==> config.mk <==
export PLATFORM = sky130hd
export DESIGN_NAME = ara_ctrl
export DESIGN_NICKNAME = d
export VERILOG_FILES = /design/src/hdl/ara_pkg.sv /design/src/hdl/ara_ctrl.sv
export VERILOG_INCLUDE_DIRS = /design/src /design/src/hdl
export SDC_FILE = /design/constraint.sdc
export NUM_CORES = 1
export LEC_CHECK = 0
export ABC_AREA = 1
export BUFFER_PORTS_ARGS = -buffer_cell sky130_fd_sc_hd__buf_2
export CAP_MARGIN = 20
export CORE_UTILIZATION = 29
export CTS_BUF_LIST = sky130_fd_sc_hd__clkbuf_16
export DETAILED_ROUTE_END_ITERATION = 6
export GPL_TIMING_DRIVEN = 0
export HOLD_SLACK_MARGIN = 0.05
export SLEW_MARGIN = 20
export SYNTH_ARGS = -nofsm -noshare
export SYNTH_HDL_FRONTEND = slang
export SYNTH_SLANG_ARGS = --single-unit
==> constraint.sdc <==
create_clock -name clk_i -period 4 [get_ports clk_i]
set_input_delay 0.2 -clock clk_i [delete_from_list [all_inputs] [get_ports clk_i]]
set_output_delay 0.2 -clock clk_i [all_outputs]
set_load 0.02 [all_outputs]
==> src/hdl/assert_macros.svh <==
// ---------------------------------------------------------------------------
// Assertion macros
// Concurrent assertion wrappers, compiled out when SYNTH is set.
// ---------------------------------------------------------------------------
`ifndef ASSERT_MACROS_SVH
`define ASSERT_MACROS_SVH
`ifndef SYNTH
// checked on clk_i, masked while rst_ni is low
`define ARA_ASSERT(lbl, prop) \
  lbl: assert property (@(posedge clk_i) disable iff (!rst_ni) prop) \
    else $error("assertion failed");
// checked on clk_i, also during reset
`define ARA_ASSERT_NORST(lbl, prop) \
  lbl: assert property (@(posedge clk_i) prop) \
    else $error("assertion failed");
`else
`define ARA_ASSERT(lbl, prop)
`define ARA_ASSERT_NORST(lbl, prop)
`endif
`endif

==> src/hdl/ara_pkg.sv <==
// ---------------------------------------------------------------------------
// Region allocator package
// Codes, alignment masks and controller/datapath interface types.
// ---------------------------------------------------------------------------
package ara_pkg;

  localparam int unsigned ADDR_W  = 64;
  localparam int unsigned GAP_W   = 30;
  localparam int unsigned PADDR_W = 4;
  localparam int unsigned REG_SEL = 3;

  localparam logic [1:0] OP_ALLOC = 2'd0;
  localparam logic [1:0] OP_FREE  = 2'd1;
  localparam logic [1:0] OP_INIT  = 2'd2;

  localparam logic [1:0] ALIGN_4K = 2'd0;
  localparam logic [1:0] ALIGN_2M = 2'd1;
  localparam logic [1:0] ALIGN_1G = 2'd2;

  localparam logic [ADDR_W-1:0] SPACE_LIMIT_RST = 64'hFFFF_FFFF_FFFF_F000;

  typedef enum logic [2:0] {
    ST_OK       = 3'd0,
    ST_NOSPACE  = 3'd1,
    ST_FULL     = 3'd2,
    ST_NOTFOUND = 3'd3,
    ST_BAD      = 3'd4
  } status_e;

  typedef enum logic [3:0] {
    STEP_IDLE, STEP_LOAD, STEP_SRD, STEP_S1, STEP_S2, STEP_FSCAN, STEP_LRD,
    STEP_W1, STEP_W2, STEP_W3, STEP_W4, STEP_J1, STEP_J2, STEP_J3,
    STEP_INIT, STEP_DONE
  } step_e;

  typedef struct packed {
    step_e   step;
    status_e code;
  } cmd_t;

  typedef struct packed {
    logic [1:0] op;
    logic       bad_alloc;
    logic       hit;
    logic       last;
    logic       fs_done;
    logic       out_free;
  } sts_t;

  function automatic logic [GAP_W-1:0] align_mask(input logic [1:0] mode);
    logic [GAP_W-1:0] m;
    case (mode)
      ALIGN_4K: m = 30'h0000_0FFF;
      ALIGN_2M: m = 30'h001F_FFFF;
      default:  m = 30'h3FFF_FFFF;
    endcase
    return m;
  endfunction

endpackage

==> src/hdl/ara_ctrl.sv <==
// ---------------------------------------------------------------------------
// Region allocator controller
// Sequences decode, table scan, free-slot search, split writes and merges.
// ---------------------------------------------------------------------------
`include "assert_macros.svh"

module ara_ctrl (
  input  logic          clk_i,
  input  logic          rst_ni,
  input  logic          in_valid_i,
  output logic          in_ready_o,
  input  ara_pkg::sts_t sts_i,
  output ara_pkg::cmd_t cmd_o
);
  import ara_pkg::*;

  typedef enum logic [15:0] {
    S_IDLE   = 16'h0001,
    S_DECODE = 16'h0002,
    S_SRD    = 16'h0004,
    S_S1     = 16'h0008,
    S_S2     = 16'h0010,
    S_FSCAN  = 16'h0020,
    S_LRD    = 16'h0040,
    S_W1     = 16'h0080,
    S_W2     = 16'h0100,
    S_W3     = 16'h0200,
    S_W4     = 16'h0400,
    S_J1     = 16'h0800,
    S_J2     = 16'h1000,
    S_J3     = 16'h2000,
    S_INIT   = 16'h4000,
    S_DONE   = 16'h8000
  } state_e;

  state_e  state_q, state_d;
  status_e code_q, code_d;
  step_e   step;

  assign in_ready_o = (state_q == S_IDLE);

  always_comb begin
    state_d = state_q;
    code_d  = code_q;
    step    = STEP_IDLE;
    case (state_q)
      S_IDLE: begin
        if (in_valid_i) begin
          step    = STEP_LOAD;
          state_d = S_DECODE;
        end
      end
      S_DECODE: begin
        case (sts_i.op)
          OP_INIT: state_d = S_INIT;
          OP_FREE: state_d = S_SRD;
          OP_ALLOC: begin
            if (sts_i.bad_alloc) begin
              code_d  = ST_BAD;
              state_d = S_DONE;
            end else begin
              state_d = S_SRD;
            end
          end
          default: begin
            code_d  = ST_BAD;
            state_d = S_DONE;
          end
        endcase
      end
      S_SRD: begin
        step    = STEP_SRD;
        state_d = S_S1;
      end
      S_S1: begin
        step    = STEP_S1;
        state_d = S_S2;
      end
      S_S2: begin
        step = STEP_S2;
        if (sts_i.hit) begin
          state_d = (sts_i.op == OP_ALLOC) ? S_FSCAN : S_LRD;
        end else if (sts_i.last) begin
          code_d  = (sts_i.op == OP_ALLOC) ? ST_NOSPACE : ST_NOTFOUND;
          state_d = S_DONE;
        end else begin
          state_d = S_S1;
        end
      end
      S_FSCAN: begin
        step = STEP_FSCAN;
        if (sts_i.fs_done) begin
          state_d = S_LRD;
        end else if (sts_i.last) begin
          code_d  = ST_FULL;
          state_d = S_DONE;
        end
      end
      S_LRD: begin
        step    = STEP_LRD;
        state_d = (sts_i.op == OP_ALLOC) ? S_W1 : S_J1;
      end
      S_W1: begin
        step    = STEP_W1;
        state_d = S_W2;
      end
      S_W2: begin
        step    = STEP_W2;
        state_d = S_W3;
      end
      S_W3: begin
        step    = STEP_W3;
        state_d = S_W4;
      end
      S_W4: begin
        step    = STEP_W4;
        code_d  = ST_OK;
        state_d = S_DONE;
      end
      S_J1: begin
        step    = STEP_J1;
        state_d = S_J2;
      end
      S_J2: begin
        step    = STEP_J2;
        state_d = S_J3;
      end
      S_J3: begin
        step    = STEP_J3;
        code_d  = ST_OK;
        state_d = S_DONE;
      end
      S_INIT: begin
        step    = STEP_INIT;
        code_d  = ST_OK;
        state_d = S_DONE;
      end
      S_DONE: begin
        step = STEP_DONE;
        // hold until the result register is free
        if (sts_i.out_free) state_d = S_IDLE;
      end
      default: state_d = S_IDLE;
    endcase
  end

  always_ff @(posedge clk_i or negedge rst_ni) begin
    if (!rst_ni) begin
      state_q <= S_IDLE;
      code_q  <= ST_OK;
    end else begin
      state_q <= state_d;
      code_q  <= code_d;
    end
  end

  assign cmd_o = '{step: step, code: code_q};

  `ARA_ASSERT(a_accept_decode, in_valid_i && in_ready_o |=> state_q == S_DECODE)
  `ARA_ASSERT(a_done_hold, (state_q == S_DONE) && !sts_i.out_free |=> state_q == S_DONE)
  `ARA_ASSERT(a_split_ok, (state_q == S_W4) |=> (state_q == S_DONE) && (code_q == ST_OK))

endmodule

==> qor.log, run 1 <==
qor: placed_design.port_buffers 17
qor: clock_tree.clkTransAtPathRegs 0.06 ns
qor: sta.final_worst_path_period_share 51.5%
qor: floorplan.die_y 71.5 µm
qor: sta.skew 0.00439 ns
qor: critical_path.worst-r2r-setup-slack 2.40 ns
qor: clock_tree.cts.repair.resized 0
qor: synth.async_sr_flop_fraction 100%
qor: finish.commonest_non_fill_non_tap_cell_in_the_layout sky130_fd_sc_hd__nand2_1
qor: sta.maxSlewViolCount 0
qor: critical_path.critPathCaptureType output port
qor: routing.num_vias 1268
qor: global_route.global_route.usage.total 13.0%
qor: routing.detail_route.wirelength 2980 µm
qor: routing.drtIter0Drc 44
qor: power.power_density 470 nW/µm²
qor: sta.slew-limit-headroom 70.1%
qor: clock_tree.cts_setup_buffers 0
qor: critical_path.timing.critical_path.arrival 1.86 ns
qor: floorplan.num_rows 24
qor: placed_design.placed_wire_length_estimate 2450 µm
qor: sta.report.final.setup_viol 0
qor: status.status finished clean
qor: power.leakage 0.932 nW
qor: synth.synth_area_leader_cell sky130_fd_sc_hd__dfrtp_1
qor: critical_path.worst_path_maximum_fanout 9
qor: sta.unrepaired_setup_endpoints_after_global_routing no
qor: synth.synth.net_count 211
qor: global_route.antenna_violations_before_repair 0
qor: floorplan.die_area 5110 µm²
qor: floorplan.effective_utilization_at_floorplan 31.1%
qor: synth.synthFlopType sky130_fd_sc_hd__dfrtp_1
qor: global_route.grt_max_degree 20
qor: routing.top_layer met4
qor: sta.max_freq 0.486 GHz
qor: floorplan.core-area 4500 µm²
qor: synth.number_of_enable_flip_flop_cells_after_synthesis 0
qor: critical_path.r2r_start state_q[12]
qor: global_route.globalRoute.totalOverflow 0
qor: routing.drc_errors 0
qor: floorplan.io_pins 18
qor: finish.post_route_cells_drive_above_1_share 24.5%
qor: routing.post_drt_wl_per_cell 10.9 µm
qor: placed_design.placedInstanceArea 1550 µm²
qor: synth.yosys_warning_count 0
qor: finish.final_net_count 234
qor: clock_tree.worstSkewPairLatency 0.25 ns
qor: synth.postSynthAreaPerCell 7.07 µm²
qor: sta.worstMarginPinSlew 0.448 ns
qor: hold_path.timing.hold.worst.class primary input to flop
qor: clock_tree.cts.path.max_buffers 2
qor: routing.post_drt_via_cell_ratio 4.66
qor: finish.diodes 0
qor: sta.fin_crit 2.06 ns
qor: synth.syn_area 1400 µm²
qor: routing.detailedRoute.firstPassIterationCount 4
qor: synth.yosysSeqAreaShare 34.0%
qor: synth.synth.lib_cells_used.distinct 29
qor: clock_tree.clock-sinks 19
qor: routing.antenna_violating_nets_post_route 0
qor: synth.netlist_instances 198
qor: critical_path.worstSetupPathType flop to output port
qor: critical_path.cp.required 3.80 ns
qor: clock_tree.cts_inserted_buffers 3
qor: finish.final_design_area_no_fill 1640 µm²
qor: sta.final_hold_viol_count 0
qor: routing.met2_wirelength 1280 µm
qor: sta.timing.setup.tns 0 ns
qor: finish.fillerInstances 492
qor: synth.dominant_cells_by_area_after_synthesis sky130_fd_sc_hd__dfrtp_1, sky130_fd_sc_hd__nand2_1, sky130_fd_sc_hd__inv_1
qor: clock_tree.tritoncts done
qor: routing.met1_length 1530 µm
qor: finish.final_cell_mix sky130_fd_sc_hd__nand2_1, sky130_fd_sc_hd__inv_1, sky130_fd_sc_hd__nor2_1, sky130_fd_sc_hd__dfrtp_1, sky130_fd_sc_hd__buf_2
qor: floorplan.die_width 71.5 µm
qor: placed_design.gpl.final_weighted_congestion 0.769
qor: hold_path.min_to state_q[3]
qor: hold_path.timing.hold.worst_path_depth 2
qor: global_route.via_count_of_the_first_global_routing_pass 1188
qor: flow_run.drv_cap 0
qor: synth.yosys_register_bits 19
qor: finish.area_growth 17.3%
qor: critical_path.worstReg2RegEnd code_q[0]
qor: synth.synth_top_cell_area_share 32.2%
qor: power.power_total 772 µW
qor: global_route.grt_first_pass_wirelength 5150 µm
qor: critical_path.rr_worst_depth 11
qor: power.power.ir.vdd_worst 211 µV
qor: hold_path.hold_start sts_i[3]
qor: clock_tree.cts_root_buf sky130_fd_sc_hd__clkbuf_16
qor: critical_path.crit_path_start_kind flop
qor: routing.wl_met3 159 µm
qor: clock_tree.htree_levels 1
per-layer routing:
layer | vias to the layer above | track usage, %
met4 | 0 | 2.61
li1 | 661 | -
met5 | - | 0
met2 | 30 | 20.4
met3 | 3 | 3.38
met1 | 574 | 18.1
cells by family after synthesis:
| family | synth area share (%) |
|---|---|
| flops | 34.0 |
| fa+ha+maj | 2.68 |
| buf+inv | 10.5 |
| simple gates | 46.1 |
| compound gates | 6.70 |
stage by stage:
step | setup WS, ns | std cells | hold WS (ns) | util (%)
after floorplan | 2.26 | 198 | -0.0956 | -
after global placement | 2.19 | 267 | 0.177 | 34.4
after detailed placement | 2.21 | 267 | 0.182 | 34.4
after CTS | 1.93 | 272 | 0.152 | 36.5
after global routing | 1.79 | 272 | 0.162 | 36.5
final | 1.94 | 272 | 0.162 | 36.5
cell type report:
| cell class | count | area, µm² | share of cell area (%) |
|---|---|---|---|
| plain buffers | 1 | 11.3 | 0.685 |
| multi-input cells | 142 | 777 | 47.3 |
| repair buffers | 18 | 95.1 | 5.79 |
| inverters | 36 | 135 | 8.23 |
| clock buffers | 3 | 75.1 | 4.57 |
| clock inverters | 1 | 7.51 | 0.457 |
| flip-flops and latches | 19 | 477 | 29.0 |
| well taps | 52 | 65.1 | 3.96 |
timing repair:
item / 4_1_cts / 5_1_grt
setup endpoints to repair: 0 / 0
hold buffers: 1 / 0
hold endpoints to repair: 18 / 0
cells in the mapped netlist (2+ instances only):
library cell	number
sky130_fd_sc_hd__nor2_1	33
sky130_fd_sc_hd__nand2_1	37
sky130_fd_sc_hd__nand2_4	3
sky130_fd_sc_hd__dfrtp_1	18
sky130_fd_sc_hd__nand4_1	3
sky130_fd_sc_hd__inv_1	34
sky130_fd_sc_hd__nand2_2	10
sky130_fd_sc_hd__nor2_2	7
sky130_fd_sc_hd__nor2_4	6
sky130_fd_sc_hd__o21ai_0	4
sky130_fd_sc_hd__a21oi_1	2
sky130_fd_sc_hd__o21bai_1	2
sky130_fd_sc_hd__nand3_1	15
sky130_fd_sc_hd__nor3_1	5
sky130_fd_sc_hd__o21ai_1	2
sky130_fd_sc_hd__inv_2	2
sky130_fd_sc_hd__ha_1	3
worst max path at each step:
stage,startpoint,slack (ns),end,cells past startpoint
2_1_floorplan,state_q[8],2.26,cmd_o[3],7
3_3_place_gp,state_q[2],2.19,cmd_o[3],9
3_5_place_dp,state_q[2],2.21,cmd_o[3],9
4_1_cts,state_q[2],1.93,cmd_o[3],9
5_1_grt,state_q[2],1.79,cmd_o[3],9
6_report,state_q[6],1.94,cmd_o[3],9
sequential cells by signal (all words and copies together), names as in the netlist:
name	count
state_q	16
code_q	3
worst max-delay path, stage by stage (launching register included):
cell	delay (ns)
sky130_fd_sc_hd__dfrtp_1	0.42
sky130_fd_sc_hd__nor2_4	0.16
sky130_fd_sc_hd__nand2_2	0.13
sky130_fd_sc_hd__nor2_8	0.20
sky130_fd_sc_hd__nand2_1	0.09
sky130_fd_sc_hd__inv_1	0.07
sky130_fd_sc_hd__o21ai_1	0.08
sky130_fd_sc_hd__and2_1	0.18
sky130_fd_sc_hd__o211ai_1	0.08
sky130_fd_sc_hd__buf_2	0.19
power breakdown:
group | internal, mW | switching (mW) | leakage (nW) | total, mW
combinational | 0.105 | 0.219 | 0.637 | 0.324
clock | 0.135 | 0.0770 | 0.0371 | 0.212
sequential | 0.218 | 0.0176 | 0.258 | 0.236
total | 0.459 | 0.314 | 0.932 | 0.772
Power figures use the tool's default switching activity.
==> inputs of run 2 (changes only) <==
ABC_AREA = 0   (was 1)
clock period = 2 ns   (was 4 ns; I/O delays follow)
==> run 2 against run 1 <==
Sequential share of layout area fell by 7.1 points; global-route usage up 3.4 points; synthesized area grew 6.5%; the run now ends with negative setup slack left; critical path type unchanged; largest power group unchanged; synthesized cell count is 20% lower; power rose by 130%; critical endpoint unchanged; utilization grew 8.7 points; final cell count increased by 2.6%; first-iteration DRC count increased by 110%.
==> qor.log, run 2 <==
qor: finish.final_cell_mix sky130_fd_sc_hd__buf_4, sky130_fd_sc_hd__dfrtp_1, sky130_fd_sc_hd__buf_2, sky130_fd_sc_hd__buf_6
qor: status.violations negative setup slack
qor: sta.final_hold_viol_count 0 [unchanged]
qor: finish.fillerInstances 470 [-4.5%]
qor: finish.largest_register state_q
qor: finish.number_of_flip_flops_under_the_largest_register_name 16 [unchanged]
qor: synth.netlist_instances 158 [-20%]
qor: global_route.global_route.usage.total 16.3% [+3.4 points]
qor: critical_path.timing.critical_path.arrival 2.18 ns [+0.32 ns]
qor: sta.unrepaired_setup_endpoints_after_global_routing yes
qor: sta.maxSlewViolCount 0 [unchanged]
qor: critical_path.cp.required 1.90 ns [-1.90 ns]
qor: synth.dominant_cells_by_area_after_synthesis sky130_fd_sc_hd__dfrtp_1, sky130_fd_sc_hd__nor4_4, sky130_fd_sc_hd__nand4_1
qor: synth.yosys_register_bits 19 [unchanged]
qor: synth.synth_top_cell_area_share 30.2% [-2.0 points]
qor: critical_path.worst-path-buf-inv 3 [+1]
qor: synth.synth_area_leader_cell sky130_fd_sc_hd__dfrtp_1
qor: routing.detail_route.wirelength 4340 µm [+46%]
qor: synth.synth.net_count 171 [-19%]
qor: synth.number_of_enable_flip_flop_cells_after_synthesis 0 [unchanged]
qor: synth.largest_family_of_logic_cells_by_synthesized_area simple AND/OR/NAND/NOR gates
qor: critical_path.path_depth 8 [-1]
qor: synth.synth_xor_xnor_area_share 4.70% [+4.7 points]
qor: finish.final-seq-area 480 µm² [+0.79%]
qor: routing.post_drt_via_cell_ratio 5.37 [+15%]
qor: global_route.grt_max_degree 20 [unchanged]
qor: critical_path.cp_slowest_stage_delay 0.40 ns [-0.02 ns]
qor: status.status complete, but fails checks
qor: floorplan.die_width 73.7 µm [+3.1%]
qor: power.leakage 1.03 nW [+11%]
qor: sta.worstMarginPinSlew 0.617 ns [+0.169 ns]
qor: routing.antenna_violating_nets_post_route 0 [unchanged]
qor: power.power_total 1.80 mW [+130%]
qor: placed_design.numPlacedInstances 242 [-9.4%]
qor: clock_tree.clock-sinks 19 [unchanged]
qor: sta.fin_crit 2.28 ns
qor: critical_path.worst-r2r-setup-slack -0.22 ns [-2.62 ns]
qor: clock_tree.cts_root_buf sky130_fd_sc_hd__clkbuf_16
qor: hold_path.timing.hold.worst.class primary input to flop
qor: routing.drtIter0Drc 91 [+110%]
qor: floorplan.die_y 73.7 µm [+3.1%]
qor: clock_tree.worstSkewPairLatency 0.25 ns [about the same]
qor: critical_path.rr_worst_depth 9 [-2]
qor: synth.async_sr_flop_fraction 100% [unchanged]
qor: critical_path.crit_path_start_kind flop
qor: sta.final_hold_slack 0.0923 ns [-0.0700 ns]
qor: finish.commonest_non_fill_non_tap_cell_in_the_layout sky130_fd_sc_hd__buf_4
qor: placed_design.place_worst_setup_slack -0.378 ns [-2.59 ns]
qor: global_route.grt_first_pass_wirelength 6560 µm [+27%]
qor: sta.report.final.setup_viol 8 [+8]
qor: sta.skew 0.00105 ns [-0.00334 ns]
qor: critical_path.critPathCapture cmd_o[3]
qor: routing.num_vias 1497 [+18%]
qor: global_route.via_count_of_the_first_global_routing_pass 1371 [+15%]
qor: global_route.globalRoute.totalOverflow 0 [unchanged]
qor: critical_path.worst_path_maximum_fanout 5 [-4]
qor: sta.timing.setup.tns -1.21 ns [-1.21 ns]
qor: routing.detailedRoute.firstPassIterationCount 4 [unchanged]
qor: finish.multiInputGateArea 1040 µm² [+33%]
qor: synth.synthFlopType sky130_fd_sc_hd__dfrtp_1
qor: sta.final_setup_margin -0.280 ns [-2.22 ns]
qor: placed_design.gpl.final_weighted_congestion 0.897 [+17%]
qor: synth.syn_area 1490 µm² [+6.5%]
qor: finish.final_net_count 226 [-3.4%]
qor: sta.slew-limit-headroom 58.8% [-11 points]
qor: critical_path.top_family_by_delay_on_critical_path simple AND/OR/NAND/NOR gates
qor: clock_tree.tritoncts done
qor: critical_path.critPathCaptureType output port
qor: critical_path.cp_cell_sequence buf_6 > nor4_4 > buf_4 > nand3_4 > nor3_4 > a311oi_2 > nand3_1 > buf_6
qor: critical_path.r2r_start state_q[9]
qor: flow_run.drv_cap 0 [unchanged]
qor: floorplan.io_pins 18 [unchanged]
qor: sta.max_freq 0.439 GHz
qor: finish.finalNonFillerCells 279 [+2.6%]
qor: synth.synth.most_common_cell sky130_fd_sc_hd__dfrtp_1
qor: global_route.antenna_violations_before_repair 0 [unchanged]
qor: floorplan.core-area 4850 µm² [+7.6%]
qor: critical_path.startpoint state_q[4]
qor: routing.drc_errors 0 [unchanged]
qor: finish.area_growth 46.8%
qor: power.power.ir.vdd_worst 404 µV [+91%]
qor: critical_path.worstReg2RegEnd code_q[1]
qor: floorplan.die_area 5430 µm² [+6.3%]
qor: critical_path.cpMaxStageDelayCell sky130_fd_sc_hd__dfrtp_1
qor: synth.post_synth_fa_ha_maj_area_fraction 2.52% [-0.16 points]
qor: critical_path.worstSetupPathType flop to output port
qor: synth.synth_top_cells_by_count sky130_fd_sc_hd__dfrtp_1, sky130_fd_sc_hd__nor2_1, sky130_fd_sc_hd__inv_1, sky130_fd_sc_hd__nand4_1, sky130_fd_sc_hd__nand2_1
qor: synth.synth.mux.area_fraction 1.68% [+1.7 points]
qor: clock_tree.htree_levels 1 [unchanged]
qor: power.power_density 820 nW/µm² [+74%]
qor: floorplan.num_rows 25 [+4.2%]
qor: finish.diodes 0 [unchanged]
qor: synth.fraction_of_the_mapped_netlist_area_in_simple_logic_gates 35.7% [-10 points]
qor: clock_tree.cts_inserted_buffers 3 [unchanged]
qor: clock_tree.clkTransAtPathRegs 0.05 ns [about the same]
qor: placed_design.port_buffers 17 [unchanged]
qor: routing.post_drt_wl_per_cell 15.5 µm [+42%]
qor: synth.postSynthAreaPerCell 9.44 µm² [+33%]
qor: critical_path.cpMostUsedCell sky130_fd_sc_hd__buf_6
qor: synth.synth.lib_cells_used.distinct 53 [+83%]
qor: synth.yosysSeqAreaShare 32.0% [-2.1 points]
qor: floorplan.effective_utilization_at_floorplan 30.8% [-0.32 points]
qor: clock_tree.cts.path.max_buffers 2 [unchanged]
qor: synth.yosys_warning_count 0 [unchanged]
qor: synth.synth_compound_gate_area_share 15.6% [+8.9 points]
qor: placed_design.placed_wire_length_estimate 2710 µm [+11%]
qor: finish.post_route_cells_drive_above_1_share 45.3% [+21 points]
qor: finish.largestRegisters state_q: 16 flops, code_q: 3 flops
qor: sta.final_worst_path_period_share 114%
[run 2: cell types whose count changed after synthesis, sizes merged, moves of 6 or more]
cell / delta
nand2: -42
inv: -27
nor2: -36
nand3: -9
buf: +9
xor2: +6
nand4: +7
[run 2: area by class of cell]
type                    count  share of cell area (%)
clock inverters             1                   0.171
repair buffers             51                    16.9
plain buffers              10                    4.86
inverters                   9                    1.54
multi-input cells         119                    47.3
clock buffers               3                    3.43
flip-flops and latches     19                    21.9
well taps                  67                    3.83
[run 2: layer usage]
layer / part of all wire, % / vias up / track usage, %
met5: 0 / - / 0
met2: 49 / 43 / 27.4
met3: 4.8 / 7 / 3.84
met4: 1.8 / 0 / 6.84
li1: - / 711 / -
met1: 45 / 736 / 20.0
[run 2: metrics by stage]
step	util (%)	instance area, µm²
CTS	41.9	2030
detailed placement	34.4	1670
finish	45.2	2190
floorplan	-	1500
global placement	34.4	1670
global route	45.2	2190
[run 2: worst min path at each step]
stage / from / endpoint / cells after the start
after global routing: sts_i[3] / state_q[3] / 2
after global placement: rst_ni / state_q[5] / 1
final: sts_i[1] / state_q[5] / 2
after detailed placement: rst_ni / code_q[1] / 1
after floorplan: rst_ni / code_q[0] / 0
after CTS: sts_i[1] / state_q[5] / 2
[run 2: power breakdown]
part | switching (mW) | leakage (nW) | total, mW | internal, mW
clock | 0.145 | 0.0423 | 0.411 | 0.266
combinational | 0.467 | 0.739 | 0.892 | 0.425
sequential | 0.0643 | 0.251 | 0.492 | 0.428
total | 0.676 | 1.03 | 1.80 | 1.12
[run 2: repair_timing]
item / CTS / global route
hold buffers: 2 / 0
setup buffers: 19 / 13
pin swaps: 15 / 15
cloned: 0 / 0
hold endpoints to repair: 19 / 0
setup endpoints to repair: 13 / 7
gates resized for setup: 31 / 15
[run 2: kinds of logic (layout without fill, tap and decap cells)]
| group | Yosys count | after routing |
|---|---|---|
| AO/OA/AOI/OAI | 32 | 32 |
| XOR/XNOR | 8 | 8 |
| adder cells (fa/ha/maj) | 3 | 3 |
| buffers and inverters | 20 | 74 |
| flip-flops | 19 | 19 |
| multiplexers | 2 | 2 |
| AND/OR/NAND/NOR | 74 | 74 |
